--- src/hw/rtl/l2c_pkg.sv ---
// Shared constants, types and divider step functions for the LBA to CHS converter.
`default_nettype none
package l2c_pkg;

  localparam int ADDR_BITS = 32;
  localparam int DIV_STEP  = 4;
  localparam int STAGES    = (ADDR_BITS + DIV_STEP - 1) / DIV_STEP;
  localparam int PAD_W     = STAGES * DIV_STEP;

  localparam int SPT_W = 8;
  localparam int SPC_W = 16;
  localparam int CYL_W = 10;
  localparam int HEAD_W = 8;
  localparam int SECT_W = 6;
  localparam int CFG_W = 16;

  localparam logic [SPT_W-1:0] SPT_RESET = 8'd63;
  localparam logic [SPC_W-1:0] SPC_RESET = 16'd16065;

  localparam logic REG_SPT = 1'b0;
  localparam logic REG_SPC = 1'b1;

  typedef struct packed {
    logic [SPC_W-1:0]    rem;
    logic [DIV_STEP-1:0] q;
  } cyl_step_t;

  typedef struct packed {
    logic [SPT_W-1:0]    rem;
    logic [DIV_STEP-1:0] q;
  } head_step_t;

  function automatic cyl_step_t cyl_step(input logic [SPC_W-1:0] rem,
                                         input logic [DIV_STEP-1:0] bits,
                                         input logic [SPC_W-1:0] den);
    logic [SPC_W:0] r;
    cyl_step_t res;
    r = {1'b0, rem};
    res.q = '0;
    for (int i = DIV_STEP - 1; i >= 0; i--) begin
      r = {r[SPC_W-1:0], bits[i]};
      if (r >= {1'b0, den}) begin
        r = r - {1'b0, den};
        res.q[i] = 1'b1;
      end
    end
    res.rem = r[SPC_W-1:0];
    return res;
  endfunction

  function automatic head_step_t head_step(input logic [SPT_W-1:0] rem,
                                           input logic [DIV_STEP-1:0] bits,
                                           input logic [SPT_W-1:0] den);
    logic [SPT_W:0] r;
    head_step_t res;
    r = {1'b0, rem};
    res.q = '0;
    for (int i = DIV_STEP - 1; i >= 0; i--) begin
      r = {r[SPT_W-1:0], bits[i]};
      if (r >= {1'b0, den}) begin
        r = r - {1'b0, den};
        res.q[i] = 1'b1;
      end
    end
    res.rem = r[SPT_W-1:0];
    return res;
  endfunction

endpackage
`default_nettype wire

--- src/hw/rtl/l2c_cyl_div.sv ---
// Pipelined divider: block address by sectors per cylinder, cylinder and remainder.
`default_nettype none
module l2c_cyl_div (
  input  wire logic                           clk,
  input  wire logic                           rst_n,
  input  wire logic                           in_vld,
  input  wire logic [l2c_pkg::ADDR_BITS-1:0]  in_addr,
  input  wire logic [l2c_pkg::SPC_W-1:0]      spc,
  output logic                                out_vld,
  output logic [l2c_pkg::CYL_W-1:0]           out_cyl,
  output logic [l2c_pkg::ADDR_BITS-1:0]       out_rest
);

  localparam int STG = l2c_pkg::STAGES;
  localparam int STP = l2c_pkg::DIV_STEP;
  localparam int PW  = l2c_pkg::PAD_W;

  logic [STG-1:0]                   vld_r;
  logic [STG-1:0]                   vld_nxt;
  logic [l2c_pkg::SPC_W-1:0]        rem_r   [STG];
  logic [l2c_pkg::SPC_W-1:0]        rem_nxt [STG];
  logic [l2c_pkg::CYL_W-1:0]        quo_r   [STG];
  logic [l2c_pkg::CYL_W-1:0]        quo_nxt [STG];
  logic [l2c_pkg::ADDR_BITS-1:0]    adr_r   [STG];
  logic [l2c_pkg::ADDR_BITS-1:0]    adr_nxt [STG];

  for (genvar s = 0; s < STG; s++) begin : g_stage
    logic [l2c_pkg::SPC_W-1:0]     rem_in;
    logic [l2c_pkg::CYL_W-1:0]     quo_in;
    logic [l2c_pkg::ADDR_BITS-1:0] adr_in;
    logic                          vld_in;
    logic [PW-1:0]                 num_pad;
    l2c_pkg::cyl_step_t            st;

    if (s == 0) begin : g_first
      assign vld_in = in_vld;
      assign rem_in = '0;
      assign quo_in = '0;
      assign adr_in = in_addr;
    end else begin : g_next
      assign vld_in = vld_r[s-1];
      assign rem_in = rem_r[s-1];
      assign quo_in = quo_r[s-1];
      assign adr_in = adr_r[s-1];
    end

    assign num_pad = PW'(adr_in);
    assign st      = l2c_pkg::cyl_step(rem_in, num_pad[PW-1-STP*s -: STP], spc);

    assign vld_nxt[s] = vld_in;
    assign rem_nxt[s] = st.rem;
    assign quo_nxt[s] = l2c_pkg::CYL_W'({quo_in, st.q});
    assign adr_nxt[s] = adr_in;
  end

  always_ff @(posedge clk) begin
    if (!rst_n) begin
      vld_r <= '0;
    end else begin
      vld_r <= vld_nxt;
    end
  end

  always_ff @(posedge clk) begin
    for (int s = 0; s < STG; s++) begin
      rem_r[s] <= rem_nxt[s];
      quo_r[s] <= quo_nxt[s];
      adr_r[s] <= adr_nxt[s];
    end
  end

  // zero divisor: all-ones quotient, dividend passes as remainder
  assign out_vld  = vld_r[STG-1];
  assign out_cyl  = (spc == '0) ? '1 : quo_r[STG-1];
  assign out_rest = (spc == '0) ? adr_r[STG-1] : l2c_pkg::ADDR_BITS'(rem_r[STG-1]);

endmodule
`default_nettype wire

--- src/hw/rtl/l2c_head_div.sv ---
// Pipelined divider: cylinder remainder by sectors per track, head and sector remainder.
`default_nettype none
module l2c_head_div (
  input  wire logic                           clk,
  input  wire logic                           rst_n,
  input  wire logic                           in_vld,
  input  wire logic [l2c_pkg::ADDR_BITS-1:0]  in_num,
  input  wire logic [l2c_pkg::CYL_W-1:0]      in_cyl,
  input  wire logic [l2c_pkg::SPT_W-1:0]      spt,
  output logic                                out_vld,
  output logic [l2c_pkg::HEAD_W-1:0]          out_head,
  output logic [l2c_pkg::SECT_W-1:0]          out_srem,
  output logic [l2c_pkg::CYL_W-1:0]           out_cyl
);

  localparam int STG = l2c_pkg::STAGES;
  localparam int STP = l2c_pkg::DIV_STEP;
  localparam int PW  = l2c_pkg::PAD_W;

  logic [STG-1:0]                   vld_r;
  logic [STG-1:0]                   vld_nxt;
  logic [l2c_pkg::SPT_W-1:0]        rem_r   [STG];
  logic [l2c_pkg::SPT_W-1:0]        rem_nxt [STG];
  logic [l2c_pkg::HEAD_W-1:0]       quo_r   [STG];
  logic [l2c_pkg::HEAD_W-1:0]       quo_nxt [STG];
  logic [l2c_pkg::ADDR_BITS-1:0]    num_r   [STG];
  logic [l2c_pkg::ADDR_BITS-1:0]    num_nxt [STG];
  logic [l2c_pkg::CYL_W-1:0]        cyl_r   [STG];
  logic [l2c_pkg::CYL_W-1:0]        cyl_nxt [STG];

  for (genvar s = 0; s < STG; s++) begin : g_stage
    logic [l2c_pkg::SPT_W-1:0]     rem_in;
    logic [l2c_pkg::HEAD_W-1:0]    quo_in;
    logic [l2c_pkg::ADDR_BITS-1:0] num_in;
    logic [l2c_pkg::CYL_W-1:0]     cyl_in;
    logic                          vld_in;
    logic [PW-1:0]                 num_pad;
    l2c_pkg::head_step_t           st;

    if (s == 0) begin : g_first
      assign vld_in = in_vld;
      assign rem_in = '0;
      assign quo_in = '0;
      assign num_in = in_num;
      assign cyl_in = in_cyl;
    end else begin : g_next
      assign vld_in = vld_r[s-1];
      assign rem_in = rem_r[s-1];
      assign quo_in = quo_r[s-1];
      assign num_in = num_r[s-1];
      assign cyl_in = cyl_r[s-1];
    end

    assign num_pad = PW'(num_in);
    assign st      = l2c_pkg::head_step(rem_in, num_pad[PW-1-STP*s -: STP], spt);

    assign vld_nxt[s] = vld_in;
    assign rem_nxt[s] = st.rem;
    assign quo_nxt[s] = l2c_pkg::HEAD_W'({quo_in, st.q});
    assign num_nxt[s] = num_in;
    assign cyl_nxt[s] = cyl_in;
  end

  always_ff @(posedge clk) begin
    if (!rst_n) begin
      vld_r <= '0;
    end else begin
      vld_r <= vld_nxt;
    end
  end

  always_ff @(posedge clk) begin
    for (int s = 0; s < STG; s++) begin
      rem_r[s] <= rem_nxt[s];
      quo_r[s] <= quo_nxt[s];
      num_r[s] <= num_nxt[s];
      cyl_r[s] <= cyl_nxt[s];
    end
  end

  // zero divisor: all-ones quotient, dividend passes as remainder
  assign out_vld  = vld_r[STG-1];
  assign out_head = (spt == '0) ? '1 : quo_r[STG-1];
  assign out_srem = (spt == '0) ? num_r[STG-1][l2c_pkg::SECT_W-1:0]
                                : rem_r[STG-1][l2c_pkg::SECT_W-1:0];
  assign out_cyl  = cyl_r[STG-1];

endmodule
`default_nettype wire

--- src/hw/rtl/lba_to_chs_mbr.sv ---
// Top level: linear block address to packed CHS bytes of a partition table entry.
//
// Usage:
//   Pulse start with in_block_address to submit one beat; busy is always low,
//   so a new beat may be submitted every clock cycle.
//   Each beat yields exactly one result, shown for one cycle with out_valid
//   high on out_cylinder_low, out_sector_byte and out_head_number.
//   Results appear in submission order.
//   A beat passes through two divider pipelines, retiring four quotient bits
//   per stage, and then the packing register. Throughput is one beat per cycle.
//   cfg_we writes cfg_data to register cfg_index (0: sectors per track,
//   1: sectors per cylinder); write only while no beat is in flight.
//   A zero divisor gives an all-ones quotient and passes the dividend on as
//   the remainder.
//   Reset (rst_n low, synchronous) empties the pipeline and loads 63 and
//   16065 into the two registers.
//   The receiver cannot stall: every result must be taken when out_valid
//   is high.
`default_nettype none
module lba_to_chs_mbr (
  input  wire logic                        clk,
  input  wire logic                        rst_n,
  input  wire logic                        start,
  output logic                             busy,
  input  wire logic [31:0]                 in_block_address,
  output logic                             out_valid,
  output logic [7:0]                       out_cylinder_low,
  output logic [7:0]                       out_sector_byte,
  output logic [7:0]                       out_head_number,
  input  wire logic                        cfg_we,
  input  wire logic                        cfg_index,
  input  wire logic [l2c_pkg::CFG_W-1:0]   cfg_data
);

  logic [l2c_pkg::SPT_W-1:0]       spt_r;
  logic [l2c_pkg::SPC_W-1:0]       spc_r;

  logic                            cyl_vld;
  logic [l2c_pkg::CYL_W-1:0]       cyl_q;
  logic [l2c_pkg::ADDR_BITS-1:0]   cyl_rest;

  logic                            hd_vld;
  logic [l2c_pkg::HEAD_W-1:0]      hd_head;
  logic [l2c_pkg::SECT_W-1:0]      hd_srem;
  logic [l2c_pkg::CYL_W-1:0]       hd_cyl;

  logic                            out_valid_r;
  logic [7:0]                      cyl_low_r;
  logic [7:0]                      sect_byte_r;
  logic [7:0]                      head_r;
  logic [l2c_pkg::SECT_W-1:0]      sect_nxt;

  assign busy = 1'b0;

  always_ff @(posedge clk) begin
    if (!rst_n) begin
      spt_r <= l2c_pkg::SPT_RESET;
      spc_r <= l2c_pkg::SPC_RESET;
    end else if (cfg_we) begin
      unique case (cfg_index)
        l2c_pkg::REG_SPT: spt_r <= cfg_data[l2c_pkg::SPT_W-1:0];
        l2c_pkg::REG_SPC: spc_r <= cfg_data[l2c_pkg::SPC_W-1:0];
        default: ;
      endcase
    end
  end

  l2c_cyl_div u_cyl_div (
    .clk      (clk),
    .rst_n    (rst_n),
    .in_vld   (start),
    .in_addr  (in_block_address[l2c_pkg::ADDR_BITS-1:0]),
    .spc      (spc_r),
    .out_vld  (cyl_vld),
    .out_cyl  (cyl_q),
    .out_rest (cyl_rest)
  );

  l2c_head_div u_head_div (
    .clk      (clk),
    .rst_n    (rst_n),
    .in_vld   (cyl_vld),
    .in_num   (cyl_rest),
    .in_cyl   (cyl_q),
    .spt      (spt_r),
    .out_vld  (hd_vld),
    .out_head (hd_head),
    .out_srem (hd_srem),
    .out_cyl  (hd_cyl)
  );

  assign sect_nxt = hd_srem + l2c_pkg::SECT_W'(1);

  always_ff @(posedge clk) begin
    if (!rst_n) begin
      out_valid_r <= 1'b0;
    end else begin
      out_valid_r <= hd_vld;
    end
  end

  always_ff @(posedge clk) begin
    cyl_low_r   <= hd_cyl[7:0];
    sect_byte_r <= {hd_cyl[9:8], sect_nxt};
    head_r      <= hd_head;
  end

  assign out_valid        = out_valid_r;
  assign out_cylinder_low = cyl_low_r;
  assign out_sector_byte  = sect_byte_r;
  assign out_head_number  = head_r;

endmodule
`default_nettype wire
--- config.mk ---
export PLATFORM = sky130hd
export DESIGN_NAME = lba_to_chs_mbr
export DESIGN_NICKNAME = d
export VERILOG_FILES = /design/src/hw/rtl/l2c_pkg.sv /design/src/hw/rtl/l2c_cyl_div.sv /design/src/hw/rtl/l2c_head_div.sv /design/src/hw/rtl/lba_to_chs_mbr.sv
export SDC_FILE = /design/constraint.sdc
export NUM_CORES = 2
export LEC_CHECK = 0
export CAP_MARGIN = 0
export CORE_MARGIN = 2
export CORE_UTILIZATION = 60
export CTS_BUF_LIST = sky130_fd_sc_hd__clkbuf_4 sky130_fd_sc_hd__clkbuf_8
export CTS_CLUSTER_DIAMETER = 50
export DETAILED_ROUTE_END_ITERATION = 10
export DONT_BUFFER_PORTS = 1
export GPL_TIMING_DRIVEN = 0
export PLACE_DENSITY = 0.76
export SLEW_MARGIN = 20
export SYNTH_ARGS = -nofsm -noshare
export SYNTH_HDL_FRONTEND = slang
export SYNTH_SLANG_ARGS = --single-unit
--- constraint.sdc ---
create_clock -name clk -period 16.2 [get_ports clk]
set_clock_uncertainty 0.1 [all_clocks]
set_input_delay 3.24 -clock clk [delete_from_list [all_inputs] [get_ports clk]]
set_output_delay 3.24 -clock clk [all_outputs]
set_load 0.01 [all_outputs]
==> flow_metrics.env <==
export IMPL_start_util=0.603
export IMPL_fp_dieH_um=309
export IMPL_port_buffers=0
export IMPL_wl_mm=137
export IMPL_required_ps=16800
export IMPL_status="finished, final reports clean"
export IMPL_coreArea_um2=92900
export IMPL_synth_area_leaders="dfxtp_1, ha_1, mux2_2, xnor2_1, a21oi_1"
export IMPL_grt_overflow=0
export IMPL_io_pins=79
export IMPL_root_buffer="clkbuf_8"
export IMPL_holdCritPathClass="flop to flop"
export IMPL_postCtsHoldBufs=0
export IMPL_grtUsageTotal=0.280
export IMPL_finalNetCount=7431
export IMPL_hold_path_end="u_cyl_div.adr_r[1][103]"
export IMPL_viasPerCell=5.94
export IMPL_regToRegStartpoint="spc_r[1]"
export IMPL_cp_max_fo=56
export IMPL_ys_async_sr_fraction=0
export IMPL_dp_hpwl_mm=104
export IMPL_cts_sinks=741
export IMPL_clock_path_buffers=3
export IMPL_synth_nets=7275
export IMPL_ant_nets=0
export IMPL_dieArea_um2=95800
export IMPL_finalSetupViolations=0
export IMPL_drt_pass1_iterations=9
export IMPL_synth_distinct_cells=98
export IMPL_syn2layout_area_growth_pct=9.06
export IMPL_hp_start="u_cyl_div.adr_r[1][71]"
export IMPL_synth_ff_type="dfxtp_1"
export IMPL_layout_drive_gt1_share=0.121
export IMPL_max_freq_mhz=65.1
export IMPL_max_stage_delay_ps=790
export IMPL_crit_path_frequent_cell="o21ai_0"
export IMPL_syn_inst=6411
export IMPL_period_needed_ps=15350
export IMPL_grt_max_degree=57
export IMPL_finalMaxSlewViolations=0
export IMPL_fin_crit_sh=0.948
export IMPL_grt_antenna_before_repair=5
export IMPL_worstSkewPairLatency_ps=840
export IMPL_r2r_end="u_cyl_div.rem_r[1][30]"
export IMPL_finalHoldViolCount=0
export IMPL_critical_path_class="flop to flop"
export IMPL_htree_levels=4
export IMPL_post_drt_wl_per_cell_um=17.2
export IMPL_critPathLaunchType="flop"
export IMPL_die_x_um=309
export IMPL_yosys_top_cells_count="ha_1, dfxtp_1, nand2_1, a21oi_1, nor2_1"
export IMPL_fin_cells=7929
export IMPL_rrSetupSlack_ps=850
export IMPL_drt_iter0_markers=2983
export IMPL_post_cts_buffers=0
export IMPL_yosysMostFrequentCell="ha_1"
export IMPL_grt_pass1_wl_mm=220
export IMPL_fin_setup_tns_ps=0
export IMPL_cts_tree="done"
export IMPL_design_area_um2=61100
export IMPL_fill_cells=7606
export IMPL_synth_edff_count=0
export IMPL_place_gp_congestion=0.934
export IMPL_synth_area_um2=56000
export IMPL_rows=112
export IMPL_cp_startpoint="spc_r[1]"
export IMPL_dpl_instance_area_um2=58100
export IMPL_critPathArrivalTime_ps=15960
export IMPL_synth_area_per_cell_um2=8.73
export IMPL_placedCellCount=7689
export IMPL_slew_headroom=0.321
export IMPL_synth_warnings=0
export IMPL_numCtsBuffers=130
export IMPL_hold_depth=0
export IMPL_cts_resized=0
export IMPL_cp_slowest_cell="dfxtp_4"
export IMPL_ys_seq_area_frac=0.265
export IMPL_drv_cap=0
export IMPL_seqCellArea_um2=14800
export IMPL_dr_total_vias=47100
export IMPL_tightestPinTransition_ps=1010
export IMPL_grt_pass1_vias=45309
export IMPL_synth_top_area_cell="dfxtp_1"
export IMPL_multi_input_area_um2=39300
export IMPL_clkTransAtPathRegs_ps=60
export IMPL_reg2reg_depth=50
export IMPL_yosysTopAreaCellShare=0.265
export IMPL_ys_seq_elements=741
export IMPL_worstSetupEndpointType="flop"
export IMPL_drc=0
==> per-layer routing <==
| metal | vias to the layer above | GRT usage | wire, um |
|---|---|---|---|
| li1 | 23568 | - | - |
| met3 | 355 | 0.0428 | 7450 |
| met5 | - | 0 | 13 |
| met1 | 21937 | 0.351 | 60800 |
| met4 | 2 | 0.121 | 5190 |
| met2 | 1238 | 0.476 | 63100 |
==> cell usage in the layout (no fill, tap or decap), drive strengths merged, types with 51 or more instances in the layout <==
master  netlist  routed
a21boi       85      85
a21o        163     163
a21oi       473     473
and2         58      58
buf          29      53
clkbuf       63     242
dfxtp       741     741
fa           62      62
ha          749     749
inv         397     411
mux2        411     411
mux2i        76      76
nand2       492     492
nand2b       82      82
nand3       107     107
nand4       130     130
nor2        473     473
nor2b       113     113
nor3        115     115
o21a         90      90
o21ai       433     433
o21bai       51      51
xnor2       351     351
xor2        121     121
==> cell families after synthesis <==
family,share of synthesized area
DFF,0.265
AOI/OAI and AO/OA,0.187
other,0.0000670
adders and majority gates,0.190
and+or+nand+nor,0.154
buffers and inverters,0.0338
muxes,0.0967
xor gates and xnor gates,0.0738
==> sequential cells by signal, indices dropped and copies added, names as in the netlist <==
register and cells:
out_cylinder_low 8, out_head_number 8, out_sector_byte 8, out_valid 1
spc_r 16, spt_r 8, u_cyl_div.adr_r 256, u_cyl_div.quo_r 18
u_cyl_div.rem_r 128, u_cyl_div.vld_r 8, u_head_div.cyl_r 80, u_head_div.num_r 120
u_head_div.quo_r 12, u_head_div.rem_r 62, u_head_div.vld_r 8
==> metrics by stage <==
step	hold WS (ps)	utilization	worst slack, ps
floorplan	210	-	2500
global placement	210	0.619	-3010
detailed placement	212	0.625	913
CTS	196	0.657	785
global route	199	0.657	-11.5
finish	201	0.657	845
==> worst max-delay path: cells and delay by family, from the launching register on <==
family	cells	cell delay, ps
mux	1	420
fa+ha+maj	4	1450
flops	1	790
compound gates	28	8380
simple gates	8	1460
buf+inv	9	2420
==> area by class of cell <==
type,count,share of cell area
clock inverter,52,0.00963
buffer,92,0.00639
tap,1254,0.0257
clock buffer,179,0.0381
inverter,400,0.0249
multi-input combinational,5178,0.643
antenna,9,0.000369
sequential,741,0.243
timing repair buffer,24,0.00873
==> how the worst max path moves through the flow <==
stage | slack (ps) | depth (start not counted) | to
global placement | -3010 | 50 | u_cyl_div.rem_r[1][28]
floorplan | 2500 | 51 | u_cyl_div.rem_r[0][38]
finish | 850 | 50 | u_cyl_div.rem_r[1][30]
global route | -10 | 50 | u_cyl_div.rem_r[1][17]
detailed placement | 910 | 51 | u_cyl_div.rem_r[1][30]
CTS | 790 | 50 | u_cyl_div.rem_r[1][18]
Power is not shown: default switching activity piles up to over one toggle a cycle in this logic, so the estimate is an artifact.
